==> config.mk <==
export PLATFORM = sky130hd
export DESIGN_NAME = lowest_free_slot_allocator
export DESIGN_NICKNAME = d
export VERILOG_FILES = /design/src/rtl/core/lfsa_pkg.sv /design/src/rtl/core/lfsa_bitmap.sv /design/src/rtl/core/lowest_free_slot_allocator.sv
export SDC_FILE = /design/constraint.sdc
export NUM_CORES = 2
export LEC_CHECK = 0
export BUFFER_PORTS_ARGS = -buffer_cell sky130_fd_sc_hd__buf_2
export CAP_MARGIN = 40
export CORE_MARGIN = 2
export CORE_UTILIZATION = 60
export CTS_CLUSTER_SIZE = 20
export DETAILED_ROUTE_END_ITERATION = 12
export PLACE_DENSITY = 0.76
export SYNTH_ARGS = -nofsm -noshare
export SYNTH_HDL_FRONTEND = slang
export SYNTH_SLANG_ARGS = --single-unit
==> constraint.sdc <==
create_clock -name clk -period 7.95 [get_ports clk]
set_input_delay 1.59 -clock clk [delete_from_list [all_inputs] [get_ports clk]]
set_output_delay 1.59 -clock clk [all_outputs]
set_load 0.01 [all_outputs]
==> src/rtl/core/lfsa_pkg.sv <==
package lfsa_pkg;

	localparam int SLOT_COUNT = 1024;
	localparam int SLOT_W     = 10;
	localparam int HINT_W     = 11;
	localparam int WORD_W     = 32;
	localparam int BIT_W      = $clog2(WORD_W);
	localparam int WORD_COUNT = SLOT_COUNT / WORD_W;
	localparam int WSEL_W     = $clog2(WORD_COUNT);

	localparam logic [HINT_W-1:0] HINT_FULL  = HINT_W'(SLOT_COUNT);
	localparam logic [HINT_W-1:0] HINT_RESET = HINT_W'(1);
	localparam logic [WSEL_W-1:0] LAST_WORD  = WSEL_W'(WORD_COUNT - 1);

	localparam logic REQ_RESERVE = 1'b0;
	localparam logic REQ_RELEASE = 1'b1;

	typedef enum logic [1:0] {
		ST_OK          = 2'd0,
		ST_FULL        = 2'd1,
		ST_BAD_RELEASE = 2'd2
	} status_t;

	typedef struct packed {
		logic              req_type;
		logic [SLOT_W-1:0] slot_number;
	} req_item_t;

	typedef struct packed {
		logic [1:0]        status;
		logic [SLOT_W-1:0] granted_slot;
		logic [HINT_W-1:0] next_free_hint;
	} resp_item_t;

	// bitmap port requests: one read and one write per cycle
	typedef struct packed {
		logic              rd_en;
		logic [WSEL_W-1:0] rd_addr;
		logic              wr_en;
		logic [WSEL_W-1:0] wr_addr;
		logic [WORD_W-1:0] wr_data;
	} bmp_req_t;

	typedef struct packed {
		logic             found;
		logic [BIT_W-1:0] idx;
	} zero_pos_t;

	// lowest clear bit of a word
	function automatic zero_pos_t first_zero(input logic [WORD_W-1:0] w);
		zero_pos_t r;
		r = '0;
		for (int i = WORD_W - 1; i >= 0; i--) begin
			if (!w[i]) begin
				r.found = 1'b1;
				r.idx   = BIT_W'(i);
			end
		end
		return r;
	endfunction

	// bits 0..p set
	function automatic logic [WORD_W-1:0] low_mask(input logic [BIT_W-1:0] p);
		logic [WORD_W-1:0] m;
		for (int i = 0; i < WORD_W; i++) begin
			m[i] = (BIT_W'(i) <= p);
		end
		return m;
	endfunction

	function automatic logic [WORD_W-1:0] bit_sel(input logic [BIT_W-1:0] p);
		logic [WORD_W-1:0] m;
		m = '0;
		m[p] = 1'b1;
		return m;
	endfunction

endpackage

==> src/rtl/core/lfsa_bitmap.sv <==
module lfsa_bitmap (
	input  logic                            clk,
	input  logic                            arst_n,
	input  lfsa_pkg::bmp_req_t              req,
	output logic [lfsa_pkg::WORD_W-1:0]     rd_data
);

	logic [lfsa_pkg::WORD_W-1:0]     mem [lfsa_pkg::WORD_COUNT];
	logic [lfsa_pkg::WORD_COUNT-1:0] word_vld_q;
	logic [lfsa_pkg::WORD_W-1:0]     raw_s1;
	logic                            vld_s1;

	// unwritten words read as all free
	always_ff @(posedge clk or negedge arst_n) begin
		if (!arst_n) begin
			word_vld_q <= '0;
			vld_s1     <= 1'b0;
		end else begin
			if (req.wr_en) begin
				word_vld_q[req.wr_addr] <= 1'b1;
			end
			if (req.rd_en) begin
				vld_s1 <= word_vld_q[req.rd_addr];
			end
		end
	end

	always_ff @(posedge clk) begin
		if (req.wr_en) begin
			mem[req.wr_addr] <= req.wr_data;
		end
		if (req.rd_en) begin
			raw_s1 <= mem[req.rd_addr];
		end
	end

	assign rd_data = vld_s1 ? raw_s1 : '0;

endmodule

==> src/rtl/core/lowest_free_slot_allocator.sv <==
// Channel | Handshake                  | Payload
// --------+----------------------------+------------------------------------
// in      | in_valid / in_ready        | in_data  (req_type, slot_number)
// out     | out_valid / out_ready      | out_data (status, granted_slot,
//         |                            |           next_free_hint)
//
// Release, full reserve, bad release: the word is read on accept, checked and
// written in S_MODIFY; the result loads from S_OUT. Reserve adds an S_SCAN step
// per word scanned past the granted word (0..31). The scan reads one 32-slot
// word per cycle; in_ready rises as the result loads. One item in flight; a new
// item is taken while the last result waits at out, then stalls until it drains.
// Reset frees all slots at once through per-word valid bits; hint resets to 1.
module lowest_free_slot_allocator (
	input  logic                   clk,
	input  logic                   arst_n,
	input  logic                   in_valid,
	output logic                   in_ready,
	input  lfsa_pkg::req_item_t    in_data,
	output logic                   out_valid,
	input  logic                   out_ready,
	output lfsa_pkg::resp_item_t   out_data
);

	typedef enum logic [1:0] {
		S_IDLE,
		S_MODIFY,
		S_SCAN,
		S_OUT
	} state_t;

	state_t                          state_q;
	logic [lfsa_pkg::HINT_W-1:0]     hint_q;
	logic                            req_q;
	logic [lfsa_pkg::SLOT_W-1:0]     slot_q;
	logic [lfsa_pkg::WSEL_W-1:0]     word_q;
	lfsa_pkg::resp_item_t            resp_q;

	lfsa_pkg::bmp_req_t              bmp_req;
	logic [lfsa_pkg::WORD_W-1:0]     rd_data;

	// combinational results of the current step
	logic                            done;
	lfsa_pkg::resp_item_t            resp_d;
	logic [lfsa_pkg::HINT_W-1:0]     hint_d;
	logic [lfsa_pkg::WSEL_W-1:0]     next_word;
	lfsa_pkg::zero_pos_t             zpos;
	logic [lfsa_pkg::WORD_W-1:0]     new_word;
	logic [lfsa_pkg::BIT_W-1:0]      slot_bit;
	logic [lfsa_pkg::BIT_W-1:0]      hint_bit;

	lfsa_bitmap u_bitmap (
		.clk     (clk),
		.arst_n  (arst_n),
		.req     (bmp_req),
		.rd_data (rd_data)
	);

	assign in_ready  = (state_q == S_IDLE);
	assign slot_bit  = slot_q[lfsa_pkg::BIT_W-1:0];
	assign hint_bit  = hint_q[lfsa_pkg::BIT_W-1:0];
	assign next_word = word_q + lfsa_pkg::WSEL_W'(1);

	always_comb begin
		bmp_req  = '0;
		done     = 1'b0;
		resp_d   = '0;
		hint_d   = hint_q;
		zpos     = '0;
		new_word = rd_data;

		unique case (state_q)
			S_IDLE: begin
				// fetch the word the request touches
				bmp_req.rd_en = in_valid;
				if (in_data.req_type == lfsa_pkg::REQ_RELEASE) begin
					bmp_req.rd_addr = in_data.slot_number[lfsa_pkg::SLOT_W-1:lfsa_pkg::BIT_W];
				end else begin
					bmp_req.rd_addr = hint_q[lfsa_pkg::SLOT_W-1:lfsa_pkg::BIT_W];
				end
			end
			S_MODIFY: begin
				if (req_q == lfsa_pkg::REQ_RESERVE) begin
					if (hint_q >= lfsa_pkg::HINT_FULL) begin
						done          = 1'b1;
						resp_d.status = lfsa_pkg::ST_FULL;
					end else begin
						// grant the hinted slot, then look above it in the same word
						new_word            = rd_data | lfsa_pkg::bit_sel(hint_bit);
						bmp_req.wr_en       = 1'b1;
						bmp_req.wr_addr     = word_q;
						bmp_req.wr_data     = new_word;
						resp_d.status       = lfsa_pkg::ST_OK;
						resp_d.granted_slot = hint_q[lfsa_pkg::SLOT_W-1:0];
						zpos = lfsa_pkg::first_zero(new_word | lfsa_pkg::low_mask(hint_bit));
						if (zpos.found) begin
							done   = 1'b1;
							hint_d = {1'b0, word_q, zpos.idx};
						end else if (word_q == lfsa_pkg::LAST_WORD) begin
							done   = 1'b1;
							hint_d = lfsa_pkg::HINT_FULL;
						end else begin
							bmp_req.rd_en   = 1'b1;
							bmp_req.rd_addr = next_word;
						end
					end
				end else begin
					done = 1'b1;
					if (slot_q == '0 || {1'b0, slot_q} >= lfsa_pkg::HINT_FULL
							|| !rd_data[slot_bit]) begin
						resp_d.status = lfsa_pkg::ST_BAD_RELEASE;
					end else begin
						new_word        = rd_data & ~lfsa_pkg::bit_sel(slot_bit);
						bmp_req.wr_en   = 1'b1;
						bmp_req.wr_addr = word_q;
						bmp_req.wr_data = new_word;
						resp_d.status   = lfsa_pkg::ST_OK;
						if (hint_q > {1'b0, slot_q}) begin
							hint_d = {1'b0, slot_q};
						end
					end
				end
			end
			S_SCAN: begin
				// rd_data holds word word_q; resp_q already has the grant
				resp_d = resp_q;
				zpos   = lfsa_pkg::first_zero(rd_data);
				if (zpos.found) begin
					done   = 1'b1;
					hint_d = {1'b0, word_q, zpos.idx};
				end else if (word_q == lfsa_pkg::LAST_WORD) begin
					done   = 1'b1;
					hint_d = lfsa_pkg::HINT_FULL;
				end else begin
					bmp_req.rd_en   = 1'b1;
					bmp_req.rd_addr = next_word;
				end
			end
			S_OUT: begin
			end
			default: begin
			end
		endcase
		resp_d.next_free_hint = hint_d;
	end

	always_ff @(posedge clk or negedge arst_n) begin
		if (!arst_n) begin
			state_q   <= S_IDLE;
			hint_q    <= lfsa_pkg::HINT_RESET;
			req_q     <= lfsa_pkg::REQ_RESERVE;
			slot_q    <= '0;
			word_q    <= '0;
			resp_q    <= '0;
			out_data  <= '0;
			out_valid <= 1'b0;
		end else begin
			// S_OUT loads a result or holds the one still waiting
			if (state_q == S_OUT) begin
				out_valid <= 1'b1;
			end else if (out_ready) begin
				out_valid <= 1'b0;
			end
			unique case (state_q)
				S_IDLE: begin
					if (in_valid) begin
						req_q  <= in_data.req_type;
						slot_q <= in_data.slot_number;
						if (in_data.req_type == lfsa_pkg::REQ_RELEASE) begin
							word_q <= in_data.slot_number[lfsa_pkg::SLOT_W-1:lfsa_pkg::BIT_W];
						end else begin
							word_q <= hint_q[lfsa_pkg::SLOT_W-1:lfsa_pkg::BIT_W];
						end
						state_q <= S_MODIFY;
					end
				end
				S_MODIFY, S_SCAN: begin
					resp_q <= resp_d;
					hint_q <= hint_d;
					if (done) begin
						state_q <= S_OUT;
					end else begin
						word_q  <= next_word;
						state_q <= S_SCAN;
					end
				end
				S_OUT: begin
					if (!out_valid || out_ready) begin
						out_data <= resp_q;
						state_q  <= S_IDLE;
					end
				end
				default: begin
					state_q <= S_IDLE;
				end
			endcase
		end
	end

endmodule

==> run_results.csv <==
group,metric,value,unit
logic_synthesis,avgSynthCellArea,13.7,um2
clock_network,cts_tree,"yes",
logic_synthesis,synthAdderAreaFrac,0.413,%
power,ir_drop,216,uV
sta,grt_setup_unrepaired,"no",
global_routing,gr-usage-met1,49.3,%
final_layout,layout.nets,3574,
sta,max-slew-margin-rel,18.7,%
logic_synthesis,syn_area,48400,um2
sta,fin_crit_sh,70.6,%
route,drcViolationCount,1,
global_routing,grt_use_met3,8.22,%
logic_synthesis,synth_seq_area_share,70.6,%
sta,fin_crit,5610,ps
logic_synthesis,synth_top_cells_by_count,"1,056 x edfxtp_1, 456 x nand2_1, 167 x clkbuf_1, 152 x nor2_1, 136 x nand3_1",
global_routing,grt_pass1_wl,218000,um
route,totalWireLength,151000,um
die,core,80300,um2
setup_path,r2r_end,"u_bitmap.raw_s1[30]$_DFFE_PP_",
setup_path,crit_fanout,199,
setup_path,reg2reg_depth,11,
status,status,"finished, violations left",
job,drv_cap,0,
sta,clock_skew,61.3,ps
setup_path,worstSetupPathType,"reg -> reg",
route,drtIter0Drc,5029,
clock_network,cts-root-buf,"clkbuf_16",
logic_synthesis,postSynth.asyncResetShare,8.57,%
global_routing,grt_pass1_vias,32500,
route,wl_per_cell,32.1,um
setup_path,end_kind,"register",
min_path,hold_class,"reg -> reg",
sta,setup_viol,0,
setup_path,crit_arrival,6010,ps
global_routing,grt_usage,36.4,%
logic_synthesis,synthDistinctLibCells,86,
sta,setup_slack,2340,ps
global_routing,grt_max_degree,200,
setup_path,required,8340,ps
placed_design,port_buffers,39,
route,first_pass_iters,10,
final_layout,drive_above_1_share,15.0,%
setup_path,crit_path_max_incr_delay,930,ps
power,powerDensity,321,nW/um2
route,drtAntennaViolNets,0,
logic_synthesis,yosys_warnings,0,
min_path,hp-start,"u_bitmap.word_vld_q[8]$_DFFE_PN0P_",
logic_synthesis,synth_top_cells_by_area,"edfxtp_1 65%, dfrtp_1 5.1%, nand2_1 3.5%",
clock_network,cts_setup_buffers,0,
final_layout,synthToLayoutAreaGrowth,12.1,%
placed_design,gp_congestion,0.983,
setup_path,cp_num_buf_inv,2,
logic_synthesis,yosys_most_used_dff,"edfxtp_1",
die,die_w,288,um
clock_network,cts-buffers-inserted,111,
setup_path,cpMaxStageDelayCell,"dfrtp_2",
status,violations,"design-rule violations",
sta,fmax,0.178,GHz
sta,hold_viol_final,0,
logic_synthesis,syn_inst,3525,
final_layout,n_fill_cell,5333,
die,num_rows,104,
clock_network,clk_latency,710,ps
logic_synthesis,synth_top_family_by_area,"compound AO/OA/AOI/OAI gates",
power,leakage,18.1,nW
setup_path,r2r_start,"u_bitmap.vld_s1$_DFFE_PN0P_",
final_layout,finalNonFillerCells,4699,
setup_path,start_kind,"register",
setup_path,cpLargestDelayFamily,"compound AO/OA/AOI/OAI gates",
clock_network,ctsResizeCount,0,
min_path,hold-path-endpoint,"u_bitmap.word_vld_q[8]$_DFFE_PN0P_",
setup_path,reg2reg_slack,2340,ps
logic_synthesis,synth_top_area_share,65.5,%
clock_network,htreeDepth,3,
logic_synthesis,ys_seq_elements,1155,
sta,slew_viol_final,0,
placed_design,place_area,50700,um2
global_routing,antenna_found_initial,3,
route,via_count,33500,
setup_path,path_cells,"inv_1 -> nor2_1 -> o221ai_1 -> or4_1 -> o211ai_4 -> nand2_8 -> buf_12 -> a211oi_1 -> a31oi_1 -> o22ai_1 -> o211ai_1",
clock_network,hold_buffers,0,
final_layout,postLayoutCellArea,54300,um2
logic_synthesis,synthXorXnorAreaFrac,0.0362,%
clock_network,cts.clk_slew.worst_paths,60,ps
route,vias_per_cell,7.13,
global_routing,gr-total-overflow,0,
logic_synthesis,synth.most_common_cell,"edfxtp_1",
clock_network,ctsLongestPathBuffers,3,
die,die-area,83000,um2
logic_synthesis,yosys.area_share.simple,10.0,%
placed_design,place_hpwl,84200,um
global_routing,met2_usage,54.7,%
logic_synthesis,synth_edf_count,1056,
logic_synthesis,synthMuxAreaShare,3.53,%
die,io_pins,40,
min_path,whs_path_depth,1,
sta,worst_slew_pin_slew,1220,ps
sta,fin_setup_tns,0,ps
die,die_h,288,um
placed_design,placedCellCount,4490,
clock_network,cts_sinks,1155,
logic_synthesis,syn_nets,3556,
global_routing,grt.busiest_layer,"met2",
die,start_util,60.3,%
logic_synthesis,synth-compound-area-share,12.9,%
placed_design,pre_cts_slack,2500,ps
logic_synthesis,yosysTopAreaCell,"edfxtp_1",
power breakdown:
group	internal (mW)	total, mW	switching, mW
logic	1.42	4.54	3.12
registers	7.28	7.73	0.451
clock network	2.87	5.14	2.27
metal layers:
metal  part of all wire, %  up-vias
met2                    45     2596
met3                    12      517
met5                0.0086        -
li1                      -    13900
met1                    36    16500
met4                   6.4        2
how the worst max path moves through the flow:
stage / start / end / slack [ps] / cells past startpoint
finish: u_bitmap.vld_s1$_DFFE_PN0P_ / u_bitmap.raw_s1[30]$_DFFE_PP_ / 2340 / 11
CTS: u_bitmap.vld_s1$_DFFE_PN0P_ / u_bitmap.raw_s1[24]$_DFFE_PP_ / 2410 / 11
detailed placement: u_bitmap.vld_s1$_DFFE_PN0P_ / u_bitmap.raw_s1[8]$_DFFE_PP_ / 2500 / 11
global route: u_bitmap.vld_s1$_DFFE_PN0P_ / u_bitmap.raw_s1[1]$_DFFE_PP_ / 2060 / 11
floorplan: u_bitmap.vld_s1$_DFFE_PN0P_ / u_bitmap.mem[16][0]$_DFFE_PP_ / 2160 / 12
global placement: register / u_bitmap.raw_s1[27]$_DFFE_PP_ / 2470 / 11
registers in the layout, summed over array words and instances, names as in the netlist, named ones only:
register,cells
state_q,2
u_bitmap.mem,1024
u_bitmap.raw_s1,32
resp_q,13
u_bitmap.word_vld_q,32
u_bitmap.vld_s1,1
word_q,5
req_q,1
out_data,23
slot_q,10
out_valid,1
hint_q,1
cells in the final DEF, fill, tap and decap left out, types with 68 or more instances in the layout:
master     instances
mux2i_1           83
nand3_1          135
mux2_2            68
a31oi_1          106
edfxtp_1        1056
o221ai_1         130
a21oi_1          111
nor2_1           120
nand2_1          455
dfrtp_1           97
clkbuf_16        113
a211oi_1          83
buf_4             91
and3_1            76
layout make-up:
type                       count  area (um2)  share of cell area, %
sequential                  1155       34200                   62.9
multi-input combinational   2073       13500                   24.9
clock buffer                 133        2930                   5.40
timing repair buffer         169        1580                   2.92
tap                         1060        1330                   2.44
clock inverter                75         651                   1.20
inverter                      33         124                  0.228
antenna                        1        2.50                0.00461
through the flow:
stage | utilization [%] | hold WS, ps | power [mW]
finish | 67.7 | 467 | 17.4
floorplan | - | 430 | 10.4
global route | 67.7 | 483 | 18.0
detailed placement | 63.2 | 446 | 12.2
global placement | 62.4 | 447 | 12.0
CTS | 67.7 | 471 | 17.3
worst register-to-register path, cell delays in order, from the launching register on:
cell and delay (ps):
dfrtp_2 930, inv_1 370, nor2_1 390, o221ai_1 290, or4_1 900, o211ai_4 370
nand2_8 290, buf_12 400, a211oi_1 850, a31oi_1 130, o22ai_1 270, o211ai_1 130
cell families after synthesis:
kind of cell,count (synthesis)
DFF,1155
adders and majority gates,16
muxes,156
AOI/OAI and AO/OA,856
and+or+nand+nor,1043
buffers and inverters,297
xor gates and xnor gates,2
Power figures use the tool's default switching activity.
